===== config.mk =====
export PLATFORM = sky130hd
export DESIGN_NAME = http_header_stream_parser
export DESIGN_NICKNAME = d
export VERILOG_FILES = /design/src/hw/rtl/hhsp_pkg.sv /design/src/hw/rtl/hhsp_core.sv /design/src/hw/rtl/hhsp_outreg.sv /design/src/hw/rtl/http_header_stream_parser.sv
export SDC_FILE = /design/constraint.sdc
export NUM_CORES = 1
export LEC_CHECK = 0
export BUFFER_PORTS_ARGS = -buffer_cell sky130_fd_sc_hd__buf_2
export CORE_ASPECT_RATIO = 1.75
export CORE_MARGIN = 10
export CORE_UTILIZATION = 31
export DETAILED_ROUTE_END_ITERATION = 16
export PLACE_DENSITY = 0.5
export SYNTH_ARGS = -nofsm -noshare
export SYNTH_HDL_FRONTEND = slang
export SYNTH_SLANG_ARGS = --single-unit

===== constraint.sdc =====
create_clock -name clk -period 6.8 [get_ports clk]
set_input_delay 0 -clock clk [delete_from_list [all_inputs] [get_ports clk]]
set_output_delay 0 -clock clk [all_outputs]
set_load 0.01 [all_outputs]

===== src/hw/rtl/hhsp_pkg.sv =====
package hhsp_pkg;

  // width of the body byte counter
  localparam int COUNT_WIDTH = 16;
  localparam int TOK_W       = 16;
  localparam int LEN_W       = 16;
  localparam int CMP_W       = (COUNT_WIDTH > LEN_W) ? COUNT_WIDTH : LEN_W;

  typedef logic [COUNT_WIDTH-1:0] count_t;

  localparam count_t COUNT_MAX = {COUNT_WIDTH{1'b1}};

  // result event codes
  localparam logic [1:0] EV_DATA      = 2'd0;
  localparam logic [1:0] EV_TOKEN_END = 2'd1;
  localparam logic [1:0] EV_HDR_END   = 2'd2;

  // sections
  localparam logic [2:0] SEC_METHOD  = 3'd0;
  localparam logic [2:0] SEC_STATUS  = 3'd1;
  localparam logic [2:0] SEC_PATH    = 3'd2;
  localparam logic [2:0] SEC_VERSION = 3'd3;
  localparam logic [2:0] SEC_KEY     = 3'd4;
  localparam logic [2:0] SEC_VALUE   = 3'd5;
  localparam logic [2:0] SEC_LENGTH  = 3'd6;
  localparam logic [2:0] SEC_BODY    = 3'd7;

  // message kinds
  localparam logic [1:0] KIND_UNKNOWN = 2'd0;
  localparam logic [1:0] KIND_GET     = 2'd1;
  localparam logic [1:0] KIND_OTHER   = 2'd2;
  localparam logic [1:0] KIND_REPLY   = 2'd3;

  // input request types
  localparam logic REQ_BYTE  = 1'b0;
  localparam logic REQ_CLOSE = 1'b1;

  localparam logic [7:0] CH_CR    = 8'h0D;
  localparam logic [7:0] CH_LF    = 8'h0A;
  localparam logic [7:0] CH_SP    = 8'h20;
  localparam logic [7:0] CH_COLON = 8'h3A;
  localparam logic [7:0] CH_0     = 8'h30;
  localparam logic [7:0] CH_9     = 8'h39;

  localparam logic [TOK_W-1:0] MAX_TOKEN_RESET = TOK_W'(200);

  localparam logic [3:0] REPLY_LEN = 4'd5;
  localparam logic [3:0] GET_LEN   = 4'd3;
  localparam logic [3:0] CLEN_LEN  = 4'd14;
  localparam logic [3:0] MPOS_MAX  = 4'd15;

  localparam logic [LEN_W-1:0] LEN_SAT = {LEN_W{1'b1}};

  typedef struct packed {
    logic [1:0]       ev;
    logic [2:0]       section;
    logic [7:0]       data;
    logic [1:0]       kind;
    logic             is_len;
    logic [LEN_W-1:0] clen;
    logic             trunc;
    logic             last;
  } res_t;

  // "HTTP/"
  function automatic logic [7:0] reply_char(input logic [3:0] pos);
    unique case (pos)
      4'd0:    reply_char = 8'h48;
      4'd1:    reply_char = 8'h54;
      4'd2:    reply_char = 8'h54;
      4'd3:    reply_char = 8'h50;
      4'd4:    reply_char = 8'h2F;
      default: reply_char = 8'h00;
    endcase
  endfunction

  // "GET"
  function automatic logic [7:0] get_char(input logic [3:0] pos);
    unique case (pos)
      4'd0:    get_char = 8'h47;
      4'd1:    get_char = 8'h45;
      4'd2:    get_char = 8'h54;
      default: get_char = 8'h00;
    endcase
  endfunction

  // "Content-Length"
  function automatic logic [7:0] clen_char(input logic [3:0] pos);
    unique case (pos)
      4'd0:    clen_char = 8'h43;
      4'd1:    clen_char = 8'h6F;
      4'd2:    clen_char = 8'h6E;
      4'd3:    clen_char = 8'h74;
      4'd4:    clen_char = 8'h65;
      4'd5:    clen_char = 8'h6E;
      4'd6:    clen_char = 8'h74;
      4'd7:    clen_char = 8'h2D;
      4'd8:    clen_char = 8'h4C;
      4'd9:    clen_char = 8'h65;
      4'd10:   clen_char = 8'h6E;
      4'd11:   clen_char = 8'h67;
      4'd12:   clen_char = 8'h74;
      4'd13:   clen_char = 8'h68;
      default: clen_char = 8'h00;
    endcase
  endfunction

endpackage


===== src/hw/rtl/hhsp_core.sv =====
module hhsp_core
  import hhsp_pkg::*;
(
  input  logic             clk,
  input  logic             rst_n,
  input  logic             in_valid,
  input  logic             in_req,
  input  logic [7:0]       in_byte,
  output logic             in_ready,
  input  logic             cfg_valid,
  input  logic [TOK_W-1:0] cfg_data,
  input  logic             slot_free,
  output logic             res_valid,
  output res_t             res
);

  typedef enum logic [3:0] {
    PH_METHOD, PH_STATUS, PH_PATH, PH_VERSION, PH_KEY, PH_LEN_SEP, PH_LEN,
    PH_HDR_SEP, PH_HDR_VAL, PH_LINE_START, PH_BODY_SEP, PH_BODY
  } phase_t;

  logic             in_valid_r;
  logic             in_req_r;
  logic [7:0]       in_byte_r;
  logic [TOK_W-1:0] max_len_r;

  phase_t           phase_r, phase_nxt;
  logic [1:0]       kind_r, kind_nxt;
  logic [TOK_W-1:0] tc_r, tc_nxt;
  logic [3:0]       mpos_r, mpos_nxt, mpos_upd;
  logic [2:0]       mflags_r, mflags_nxt, mflags_upd;
  logic [LEN_W-1:0] acc_r, acc_nxt;
  logic             done_r, done_nxt;
  count_t           body_r, body_nxt;
  logic             drop_r, drop_nxt;

  logic             adv;
  logic [7:0]       c;
  logic             room;
  logic             do_store, do_end, do_digit, end_islen, fin;
  logic [2:0]       sec;
  logic [19:0]      acc_mul;
  logic             emit;
  logic [1:0]       ev;
  logic [2:0]       ev_sec;
  logic [7:0]       ev_byte;
  logic             ev_islen, ev_trunc, ev_last;

  assign adv      = in_valid_r && slot_free;
  assign in_ready = !in_valid_r || adv;
  assign c        = in_byte_r;
  assign room     = tc_r < max_len_r;
  assign acc_mul  = {4'b0, acc_r} * 20'd10 + {12'b0, c - CH_0};

  always_comb begin
    mflags_upd = mflags_r;
    if (mpos_r < REPLY_LEN && c != reply_char(mpos_r)) mflags_upd[0] = 1'b0;
    if (mpos_r >= GET_LEN || c != get_char(mpos_r))    mflags_upd[1] = 1'b0;
    if (mpos_r >= CLEN_LEN || c != clen_char(mpos_r))  mflags_upd[2] = 1'b0;
    mpos_upd = (mpos_r < MPOS_MAX) ? mpos_r + 4'd1 : MPOS_MAX;
  end

  always_comb begin
    phase_nxt  = phase_r;
    kind_nxt   = kind_r;
    tc_nxt     = tc_r;
    mpos_nxt   = mpos_r;
    mflags_nxt = mflags_r;
    acc_nxt    = acc_r;
    done_nxt   = done_r;
    body_nxt   = body_r;
    drop_nxt   = drop_r;
    do_store   = 1'b0;
    do_end     = 1'b0;
    do_digit   = 1'b0;
    end_islen  = 1'b0;
    sec        = SEC_METHOD;
    fin        = 1'b0;
    emit       = 1'b0;
    ev         = EV_DATA;
    ev_sec     = SEC_METHOD;
    ev_byte    = 8'h00;
    ev_islen   = 1'b0;
    ev_trunc   = 1'b0;
    ev_last    = 1'b0;

    if (in_req_r == REQ_CLOSE) begin
      phase_nxt = PH_METHOD;
      kind_nxt  = KIND_UNKNOWN;
      acc_nxt   = '0;
      done_nxt  = 1'b0;
      body_nxt  = '0;
      tc_nxt     = '0;
      drop_nxt   = 1'b0;
      mpos_nxt   = '0;
      mflags_nxt = 3'b111;
    end else if (c != CH_CR) begin
      unique case (phase_r)
        PH_METHOD: begin
          sec = SEC_METHOD;
          if (c != CH_SP) begin
            do_store = 1'b1;
          end else begin
            do_end = 1'b1;
            if (mpos_r >= REPLY_LEN && mflags_r[0]) begin
              kind_nxt  = KIND_REPLY;
              phase_nxt = PH_STATUS;
            end else begin
              kind_nxt  = (mpos_r == GET_LEN && mflags_r[1]) ? KIND_GET : KIND_OTHER;
              phase_nxt = PH_PATH;
            end
          end
        end
        PH_STATUS: begin
          sec = SEC_STATUS;
          if (c != CH_LF) do_store = 1'b1;
          else begin
            do_end    = 1'b1;
            phase_nxt = PH_LINE_START;
          end
        end
        PH_PATH: begin
          sec = SEC_PATH;
          if (c != CH_SP) do_store = 1'b1;
          else begin
            do_end    = 1'b1;
            phase_nxt = PH_VERSION;
          end
        end
        PH_VERSION: begin
          sec = SEC_VERSION;
          if (c != CH_LF) do_store = 1'b1;
          else begin
            do_end    = 1'b1;
            phase_nxt = PH_LINE_START;
          end
        end
        PH_KEY: begin
          sec = SEC_KEY;
          if (c != CH_COLON) do_store = 1'b1;
          else begin
            do_end = 1'b1;
            if (mpos_r == CLEN_LEN && mflags_r[2]) begin
              // a new length header restarts the value
              end_islen = 1'b1;
              acc_nxt   = '0;
              done_nxt  = 1'b0;
              phase_nxt = PH_LEN_SEP;
            end else begin
              phase_nxt = PH_HDR_SEP;
            end
          end
        end
        PH_LEN_SEP: begin
          sec = SEC_LENGTH;
          if (c != CH_SP) begin
            phase_nxt = PH_LEN;
            do_digit  = 1'b1;
            do_store  = 1'b1;
          end
        end
        PH_LEN: begin
          sec = SEC_LENGTH;
          if (c == CH_LF) begin
            do_end    = 1'b1;
            phase_nxt = PH_LINE_START;
          end else begin
            do_digit = 1'b1;
            do_store = 1'b1;
          end
        end
        PH_HDR_SEP: begin
          sec = SEC_VALUE;
          if (c != CH_SP) begin
            phase_nxt = PH_HDR_VAL;
            do_store  = 1'b1;
          end
        end
        PH_HDR_VAL: begin
          sec = SEC_VALUE;
          if (c != CH_LF) do_store = 1'b1;
          else begin
            do_end    = 1'b1;
            phase_nxt = PH_LINE_START;
          end
        end
        PH_LINE_START: begin
          sec = SEC_KEY;
          if (c != CH_LF) begin
            phase_nxt = PH_KEY;
            do_store  = 1'b1;
          end else begin
            // blank line: headers done
            phase_nxt  = PH_BODY_SEP;
            body_nxt   = '0;
            tc_nxt     = '0;
            drop_nxt   = 1'b0;
            mpos_nxt   = '0;
            mflags_nxt = 3'b111;
            emit       = 1'b1;
            ev         = EV_HDR_END;
            ev_sec     = SEC_BODY;
            ev_last    = (kind_r == KIND_GET);
          end
        end
        PH_BODY_SEP, PH_BODY: begin
          if (phase_r == PH_BODY || c != CH_LF) begin
            phase_nxt = PH_BODY;
            body_nxt  = (body_r < COUNT_MAX) ? body_r + 1'b1 : body_r;
            fin = (kind_r != KIND_GET) && (CMP_W'(body_r) < CMP_W'(acc_r)) &&
                  (CMP_W'(body_nxt) == CMP_W'(acc_r));
            ev_sec = SEC_BODY;
            if (room) begin
              tc_nxt  = tc_r + 1'b1;
              emit    = 1'b1;
              ev      = EV_DATA;
              ev_byte = c;
              ev_last = fin;
            end else begin
              drop_nxt = 1'b1;
              if (fin) begin
                // final body byte lost: report as a truncated token end
                emit     = 1'b1;
                ev       = EV_TOKEN_END;
                ev_trunc = 1'b1;
                ev_last  = 1'b1;
              end
            end
            if (fin) begin
              tc_nxt     = '0;
              drop_nxt   = 1'b0;
              mpos_nxt   = '0;
              mflags_nxt = 3'b111;
            end
          end
        end
        default: ;
      endcase

      if (do_digit && !done_r) begin
        if (c >= CH_0 && c <= CH_9) begin
          acc_nxt = (acc_mul > 20'(LEN_SAT)) ? LEN_SAT : acc_mul[LEN_W-1:0];
        end else begin
          done_nxt = 1'b1;
        end
      end

      if (do_store) begin
        mpos_nxt   = mpos_upd;
        mflags_nxt = mflags_upd;
        ev_sec     = sec;
        if (room) begin
          tc_nxt  = tc_r + 1'b1;
          emit    = 1'b1;
          ev      = EV_DATA;
          ev_byte = c;
        end else begin
          drop_nxt = 1'b1;
        end
      end

      if (do_end) begin
        emit       = 1'b1;
        ev         = EV_TOKEN_END;
        ev_sec     = sec;
        ev_islen   = end_islen;
        ev_trunc   = drop_r;
        tc_nxt     = '0;
        drop_nxt   = 1'b0;
        mpos_nxt   = '0;
        mflags_nxt = 3'b111;
      end
    end
  end

  assign res_valid   = adv && emit;
  assign res.ev      = ev;
  assign res.section = ev_sec;
  assign res.data    = ev_byte;
  assign res.kind    = kind_nxt;
  assign res.is_len  = ev_islen;
  assign res.clen    = acc_nxt;
  assign res.trunc   = ev_trunc;
  assign res.last    = ev_last;

  always_ff @(posedge clk) begin
    if (!rst_n) begin
      in_valid_r <= 1'b0;
      max_len_r  <= MAX_TOKEN_RESET;
      phase_r    <= PH_METHOD;
      kind_r     <= KIND_UNKNOWN;
      tc_r       <= '0;
      mpos_r     <= '0;
      mflags_r   <= 3'b111;
      acc_r      <= '0;
      done_r     <= 1'b0;
      body_r     <= '0;
      drop_r     <= 1'b0;
    end else begin
      if (in_ready) begin
        in_valid_r <= in_valid;
      end
      if (cfg_valid) begin
        max_len_r <= cfg_data;
      end
      if (adv) begin
        phase_r  <= phase_nxt;
        kind_r   <= kind_nxt;
        tc_r     <= tc_nxt;
        mpos_r   <= mpos_nxt;
        mflags_r <= mflags_nxt;
        acc_r    <= acc_nxt;
        done_r   <= done_nxt;
        body_r   <= body_nxt;
        drop_r   <= drop_nxt;
      end
    end
  end

  always_ff @(posedge clk) begin
    if (in_ready && in_valid) begin
      in_req_r  <= in_req;
      in_byte_r <= in_byte;
    end
  end

endmodule


===== src/hw/rtl/hhsp_outreg.sv =====
module hhsp_outreg
  import hhsp_pkg::*;
(
  input  logic        clk,
  input  logic        rst_n,
  input  logic        res_valid,
  input  res_t        res,
  output logic        slot_free,
  output logic        out_tvalid,
  input  logic        out_tready,
  output logic [31:0] out_tdata,
  output logic [1:0]  out_tuser,
  output logic        out_tlast
);

  logic out_valid_r;
  res_t res_r;

  assign slot_free  = !out_valid_r || out_tready;
  assign out_tvalid = out_valid_r;
  assign out_tuser  = res_r.ev;
  assign out_tlast  = res_r.last;
  assign out_tdata  = {1'b0, res_r.trunc, res_r.clen, res_r.is_len, res_r.kind,
                       res_r.data, res_r.section};

  always_ff @(posedge clk) begin
    if (!rst_n) begin
      out_valid_r <= 1'b0;
    end else if (slot_free) begin
      out_valid_r <= res_valid;
    end
  end

  always_ff @(posedge clk) begin
    if (slot_free && res_valid) begin
      res_r <= res;
    end
  end

endmodule


===== src/hw/rtl/http_header_stream_parser.sv =====
// HTTP/1.1 message header parser, one byte per transaction.
// Input channel: in_tdata carries a received byte, in_tuser set means the
// connection closed and the parse state returns to the start line.
// Result channel: at most one result per input byte. out_tuser gives the
// event (stored byte, token end, blank line ending the headers), out_tlast
// marks a complete message (GET at its blank line, else the last counted
// body byte), out_tdata the section, byte and parse status.
// Config channel: cfg_data sets the token length limit (reset value 200);
// write it only while no byte is in flight.
// Each byte passes the input register and then the output register on its way to the output port.
// Throughput: one byte per cycle while the receiver accepts results; the per-byte state update and pattern
// compares sit between the input register and the result register.
// Reset (rst_n low, synchronous) clears the parser and the valid bits of both registers.
// When the receiver stalls, the result is held in the output register and
// in_tready drops once the input register is also full.
module http_header_stream_parser
  import hhsp_pkg::*;
(
  input  logic        clk,
  input  logic        rst_n,
  input  logic        in_tvalid,
  output logic        in_tready,
  input  logic [7:0]  in_tdata,   // [7:0] data_byte
  input  logic [0:0]  in_tuser,   // [0] req_type
  output logic        out_tvalid,
  input  logic        out_tready,
  output logic [31:0] out_tdata,  // [2:0] section, [10:3] out_byte, [12:11] message_kind,
                                  // [13] is_length_header, [29:14] length_value,
                                  // [30] truncated, [31] zero
  output logic [1:0]  out_tuser,  // [1:0] event_res
  output logic        out_tlast,  // last
  input  logic        cfg_valid,
  output logic        cfg_ready,
  input  logic [15:0] cfg_data
);

  logic slot_free;
  logic res_valid;
  res_t res;

  assign cfg_ready = 1'b1;

  hhsp_core u_core (
    .clk       (clk),
    .rst_n     (rst_n),
    .in_valid  (in_tvalid),
    .in_req    (in_tuser[0]),
    .in_byte   (in_tdata),
    .in_ready  (in_tready),
    .cfg_valid (cfg_valid),
    .cfg_data  (cfg_data),
    .slot_free (slot_free),
    .res_valid (res_valid),
    .res       (res)
  );

  hhsp_outreg u_outreg (
    .clk        (clk),
    .rst_n      (rst_n),
    .res_valid  (res_valid),
    .res        (res),
    .slot_free  (slot_free),
    .out_tvalid (out_tvalid),
    .out_tready (out_tready),
    .out_tdata  (out_tdata),
    .out_tuser  (out_tuser),
    .out_tlast  (out_tlast)
  );

endmodule


=== Word level (Yosys, flattened, before mapping) ===
Memories as Yosys holds them, arrays and structs flattened. A register that Yosys moved wholly into a read port is not among the register bits.
Index checks and enable logic that the tools add are counted.
Widths: inputs -> output; s select.

* Add/subtract/negate cells: 5
* $mul: 1
* $lt $le $gt $ge: 11
* Eq/ne operators: 42
* Muxes and demuxes: 139
* Bitwise operators: 3
* Reductions and logical operators: 45

{| class="wikitable"
|+ Operators with widths
! cell !! count
|-
| $mux 16 || 22
|-
| $mux 4 || 21
|-
| $pmux 16 s2 || 2
|-
| $mux 1 || 51
|-
| $mux 8 || 5
|-
| $pmux 4 s9 || 1
|-
| $mux 3 || 11
|-
| $add 16x1->16 const B || 2
|-
| $lt 16x16->1 || 2
|-
| $pmux 7 s4 || 1
|-
| $mux 2 || 13
|-
| $pmux 7 s3 || 1
|-
| $reduce_and 7->1 || 3
|-
| $add 20x8->20 || 1
|-
| $eq 4x3->1 const B || 5
|-
| $eq 4x4->1 const B || 5
|-
| $gt 20x16->1 const B || 1
|-
| $mul 16x3->19 const B || 1
|-
| $pmux 3 s6 || 1
|-
| $eq 16x16->1 || 1
|-
| $eq 4x2->1 const B || 4
|-
| $lt 16x16->1 const B || 1
|-
| $ne 8x4->1 const B || 2
|-
| $ne 8x6->1 const B || 2
|-
| 42 further kinds || 87
|}

* Register bits: 124
* ROM bits: 112
* Input port bits: 30
* Logic and storage cells: 272
* Memories kept: 1

{| class="wikitable"
|+ Memories
! name !! depth !! width !! read ports !! clocked after memory_dff !! wr ports !! line !! source
|-
| (no name shown) || 16 || 7 || 1 || 1 || 0 || hhsp_pkg.sv:89 || <nowiki>unique case (pos)</nowiki>
|}

=== Logic depth before layout (Yosys ltp) ===
* Depth after elaboration: 15
* Mapped depth: 20

=== Modules after synthesis ===
Synthesis repeated with hierarchy kept, for this count alone.

* Cells, all modules: 1175
* Area, all modules: 10080.9 um^2

{| class="wikitable"
|+ By module, submodules not included
! module !! instances !! cells an instance !! area each (um^2)
|-
| hhsp_core || 1 || 1132 || 8979.9
|-
| hhsp_outreg || 1 || 41 || 1089.8
|-
| http_header_stream_parser || 1 || 2 || 11.3
|}

=== Worst setup path before layout ===
Ideal clock, no wire load.

* Path type: register -> register
* Start point: reg u_core.body_r[0]
* End point: reg u_outreg.res_r (netlist bit u_outreg.out_tdata[0]) (enable)
* Library setup time: 0.491 ns
* Data arrival time: 5.668 ns
* Required time: 6.309 ns
* Slack: 0.641 ns
* Cell stages (with the launch flop): 12
* Path buffers: 1
* Period minus slack after synthesis: 6.159 ns
* Cell sequence: dfxtp_1 -> ha_1 -> nand4_1 -> or4_4 -> buf_6 -> nor2_1 -> xor2_1 -> a2111oi_4 -> nand4_2 -> nor2_1 -> o21ai_0 -> a311oi_1

* Longest elaborated chain between the ends: 15

{| class="wikitable"
|+ Ends and longest elaborated chain
! what !! line !! source
|-
| start: declaration || hhsp_core.sv:34 || <nowiki>count_t body_r, body_nxt;</nowiki>
|-
| start signal: assignment || hhsp_core.sv:314 || <nowiki>body_r <= body_nxt;</nowiki>
|-
| $add 16x1->16 / $lt 16x16->1 (equally long branches) || hhsp_core.sv:209 || <nowiki>body_nxt = (body_r < COUNT_MAX) ? body_r + 1'b1 : body_r;</nowiki>
|-
| $mux 16 || hhsp_core.sv:209 ||
|-
| $eq 16x16->1 || hhsp_core.sv:211 || <nowiki>(CMP_W'(body_nxt) == CMP_W'(acc_r));</nowiki>
|-
| $logic_and 1x1->1 (*) || hhsp_core.sv:210 || <nowiki>fin = (kind_r != KIND_GET) && (CMP_W'(body_r) < CMP_W'(acc_r)) &&</nowiki>
|-
| $mux 1 (*) || hhsp_core.sv:221 || <nowiki>if (fin) begin</nowiki>
|-
| $mux 1 (*) || hhsp_core.sv:213 || <nowiki>if (room) begin</nowiki>
|-
| $mux 1 (*) || hhsp_core.sv:207 || <nowiki>if (phase_r == PH_BODY || c != CH_LF) begin</nowiki>
|-
| $pmux 1 s2 (*) || hhsp_core.sv:98 || <nowiki>unique case (phase_r)</nowiki>
|-
| $mux 1 || hhsp_core.sv:252 || <nowiki>if (room) begin</nowiki>
|-
| $mux 1 (*) || hhsp_core.sv:248 || <nowiki>if (do_store) begin</nowiki>
|-
| $mux 1 (*) || hhsp_core.sv:262 || <nowiki>if (do_end) begin</nowiki>
|-
| $mux 1 (*) || hhsp_core.sv:97 || <nowiki>end else if (c != CH_CR) begin</nowiki>
|-
| $mux 1 (*) || hhsp_core.sv:87 || <nowiki>if (in_req_r == REQ_CLOSE) begin</nowiki>
|-
| $logic_and 1x1->1 (*) || hhsp_core.sv:276 || <nowiki>assign res_valid = adv && emit;</nowiki>
|-
| $logic_and 1x1->1 (*) || hhsp_outreg.sv:35 || <nowiki>if (slot_free && res_valid) begin</nowiki>
|-
| end signal: assignment || hhsp_outreg.sv:36 || <nowiki>res_r <= res;</nowiki>
|-
| end: declaration || hhsp_outreg.sv:17 || <nowiki>res_t res_r;</nowiki>
|}

Every way passes the cells marked *; elsewhere a longest branch is shown, timed or not.
A chain may end at the register's enable or synchronous reset.

==> summary.txt <==
Floorplan
  • Initial core utilization: 31.16%
  • Die Span X: 152.6 µm
  • Row count: 85
  • Core ar.: between 0.03 and 0.04 mm²
  • I/O Pins: 68
  • Die height: 252.1 µm
  • Die area: 0.03849 mm²

STA
  • Setup TNS Final: 0 ns
  • Worst rel slew slack: 9.879%
  • Setup Skew: 0.008718 ns
  • Final Hold Vio Count: 0
  • Fmax: 0.2066 GHz
  • Measured slew at the worst slew-check pin: 1.346 ns
  • Final period utilization: 71.16%
  • Post-route setup slack: between 1.5 and 2 ns
  • Unrepaired setup endpoints after global routing: no
  • Final Max Slew Viols: 0
  • Final Critical Period: 4.839 ns
  • Final setup viols: 0

Clocking
  • CTS buffer count: 17
  • Clk pin slew, worst setup/hold paths: 0.07 ns
  • Post-CTS setup buffer count: 0
  • CTS sink count: 131
  • Resized Gates After CTS: 0
  • Number of H-tree levels: 4
  • Clock Latency Late Sink: 0.44 ns
  • CTS tree: done
  • Hold Buf Count CTS: 28
  • CTS max path bufs: 2
  • Root buffer cell: clkbuf_16

Global routing
  • Vias in the first global route: 8628
  • First-pass GRT wire length: 47.38 mm
  • Grt ovf: 0
  • Global-route usage over all layers: 15.26%
  • Initial antenna violation count: 0
  • Pin count of the biggest net entering global routing: 34

Synth
  • Synth Cell Area: 0.009545 mm²
  • Seq/Total Area, Yosys: 31.98%
  • Syn Nets: about 1200
  • Synth cell types: 94
  • Ys Warns: 0
  • Post-synthesis register bit count: 131
  • EDFF count, synth: 43
  • Syn Inst Count: about 1100
  • Mean Syn Cell Area: 8.440 µm²
  • Asr flop ratio synth: 0%
  • Top_reg_cell synth: dfxtp_1

Placed design
  • Routability cong.: 0.9318
  • Dpl hpwl: 22.88 mm
  • Port Buffers: 65
  • Post-Place Setup Slack: 1.982 ns

Detailed routing
  • DR vias/cell: 5.429
  • Met2 WL: 16.51 mm
  • Routed len/inst: 18.76 µm
  • Met3 Routed Length: 910 µm
  • DRT met1 WL: 11.20 mm
  • Drc violations: 0
  • Total Wirelength: 29.89 mm
  • Vias: 8648
  • Pre-antenna DRT Iters: 5
  • Top layer in use: met4
  • 1st-iter DRT viols: 529
  • Post-route ant nets: 0

Worst hold path
  • HP Class: primary input to flip-flop

Pwr
  • Maximum VDD drop: 0.0001909 V
  • Static Leak: 4.525 nW
  • Power per cell area: around 180 mW/mm²

Setup path
  • CP Data Required Time: 7.12 ns
  • CP Capture Type: flip-flop
  • Crit path launch type: flip-flop
  • CP max FO: 14
  • Kind of critical path: flip-flop to flip-flop
  • Critical Path AT: 5.15 ns

Cells and area
  • Final nets: 1302
  • Layout area overhead: 16.42%
  • ANT cells: 0
  • Layout cells sized above 1: 12.23%

Outcome
  • Status: finished clean

Flow run
  • Max-Cap Viols: 0
[worst max-delay path: stages (launching register included)]
cell and delay [ns]:
dfxtp_1 0.45, ha_1 0.36, nand4_1 0.28, or4_1 0.77, nand2_4 0.16, o21ai_0 0.10
nor4_1 0.41, nand4_2 0.30, o41a_4 0.64, nand2_1 0.13, nor3b_2 0.42, inv_1 0.15
ha_1 0.31, nand2_1 0.06, nand3_1 0.09, o21ai_1 0.07
[cell type report]
type / count / area [µm²]
clock buffers: 21 / 525.5
clock inverters: 11 / 151.4
fillers: 3254 / 19520
inverters: 63 / 236.5
multi-input cells: 875 / 5992
flip-flops and latches: 131 / 3053
well taps: 391 / 489.2
repair buffers: 101 / 665.6
[per-layer routing]
| metal | global-route usage (%) | up-vias |
|---|---|---|
| met2 | 29.30 | 183 |
| met5 | 0 | - |
| li1 | - | 4258 |
| met1 | 15.13 | 4133 |
| met4 | 7.873 | 0 |
| met3 | 2.793 | 74 |
[report_power, final]
group          leakage, nW  switching [mW]  internal (mW)
Clock                0.333           0.387          0.669
Sequential            1.12          0.0176          0.827
Combinational         3.08          0.0903         0.0621
Total                 4.53           0.495           1.56
[synthesized netlist by cell type, drive strengths merged, types with 18 or more instances]
cell / n / area share (%)
nor3: 30 / 1.6
a211oi: 18 / 1.5
a21oi: 66 / 3.5
clkbuf: 43 / 1.7
o21ai: 97 / 5.1
mux2i: 22 / 2.3
inv: 63 / 2.5
dfxtp: 88 / 18
a21o: 20 / 1.6
nand2: 79 / 3.2
edfxtp: 43 / 14
nand3: 37 / 1.9
buf: 19 / 1.4
ha: 81 / 11
nor2: 115 / 4.5
xnor2: 36 / 3.3
[stage by stage]
stage	instances	util (%)	instance area, µm²	power, mW	hold slack, ns
6_report	1593	36.28	11110	2.054	0.06915
5_1_grt	1593	36.28	11110	2.126	0.09249
4_1_cts	1593	36.28	11110	2.078	0.04801
2_1_floorplan	1131	-	9545	0.9540	0.09887
3_5_place_dp	1533	33.16	10160	1.004	0.1793
3_3_place_gp	1533	33.16	10160	1.003	0.1826
[worst paths after layout]
path                            slack [ns]                from  cells past startpoint             endpoint
worst max-delay path                  1.96    u_core.body_r[0]                     15            flip-flop
worst min register to register        0.47  u_core.mflags_r[1]                      2   u_core.mflags_r[1]
worst max register to register        1.96    u_core.body_r[0]                     15            flip-flop
worst min-delay path                  0.07           cfg_valid                      3  u_core.max_len_r[3]
[cell usage in the layout, fill, tap and decap left out, types with 20 or more instances in the layout]
master	instances
nor2_1	115
o21ai_0	92
dfxtp_1	88
ha_1	81
nand2_1	78
a21oi_1	65
buf_2	65
inv_1	61
edfxtp_1	43
nand3_1	37
xnor2_1	36
nor3_1	29
dlygate4sd3_1	28
mux2i_1	22
clkbuf_16	21
a21o_1	20
[state kept, by name (all words and copies together), names as in the netlist, 2 cells and up, named ones only]
| register | cells |
|---|---|
| u_core.phase_r | 4 |
| u_core.tc_r | 16 |
| u_core.max_len_r | 16 |
| u_core.c | 8 |
| u_core.kind_r | 2 |
| u_outreg.out_tuser | 2 |
| u_core.mpos_r | 4 |
| u_core.body_r | 16 |
| u_core.mflags_r | 3 |
| u_outreg.out_tdata | 31 |
| u_core.acc_r | 16 |
[kinds of logic (layout without fill, tap and decap cells)]
logic type | after synthesis | after routing | share of synthesized area [%]
other | 2 | 2 | 0.07868
AOI/OAI and AO/OA | 320 | 320 | 22.30
muxes | 24 | 24 | 2.661
DFF | 131 | 131 | 31.98
adders and majority gates | 83 | 83 | 11.04
buffers and inverters | 125 | 196 | 5.571
xor gates and xnor gates | 53 | 53 | 4.863
and+or+nand+nor | 393 | 393 | 21.51
No activity file was read; power rests on OpenSTA's default activity.
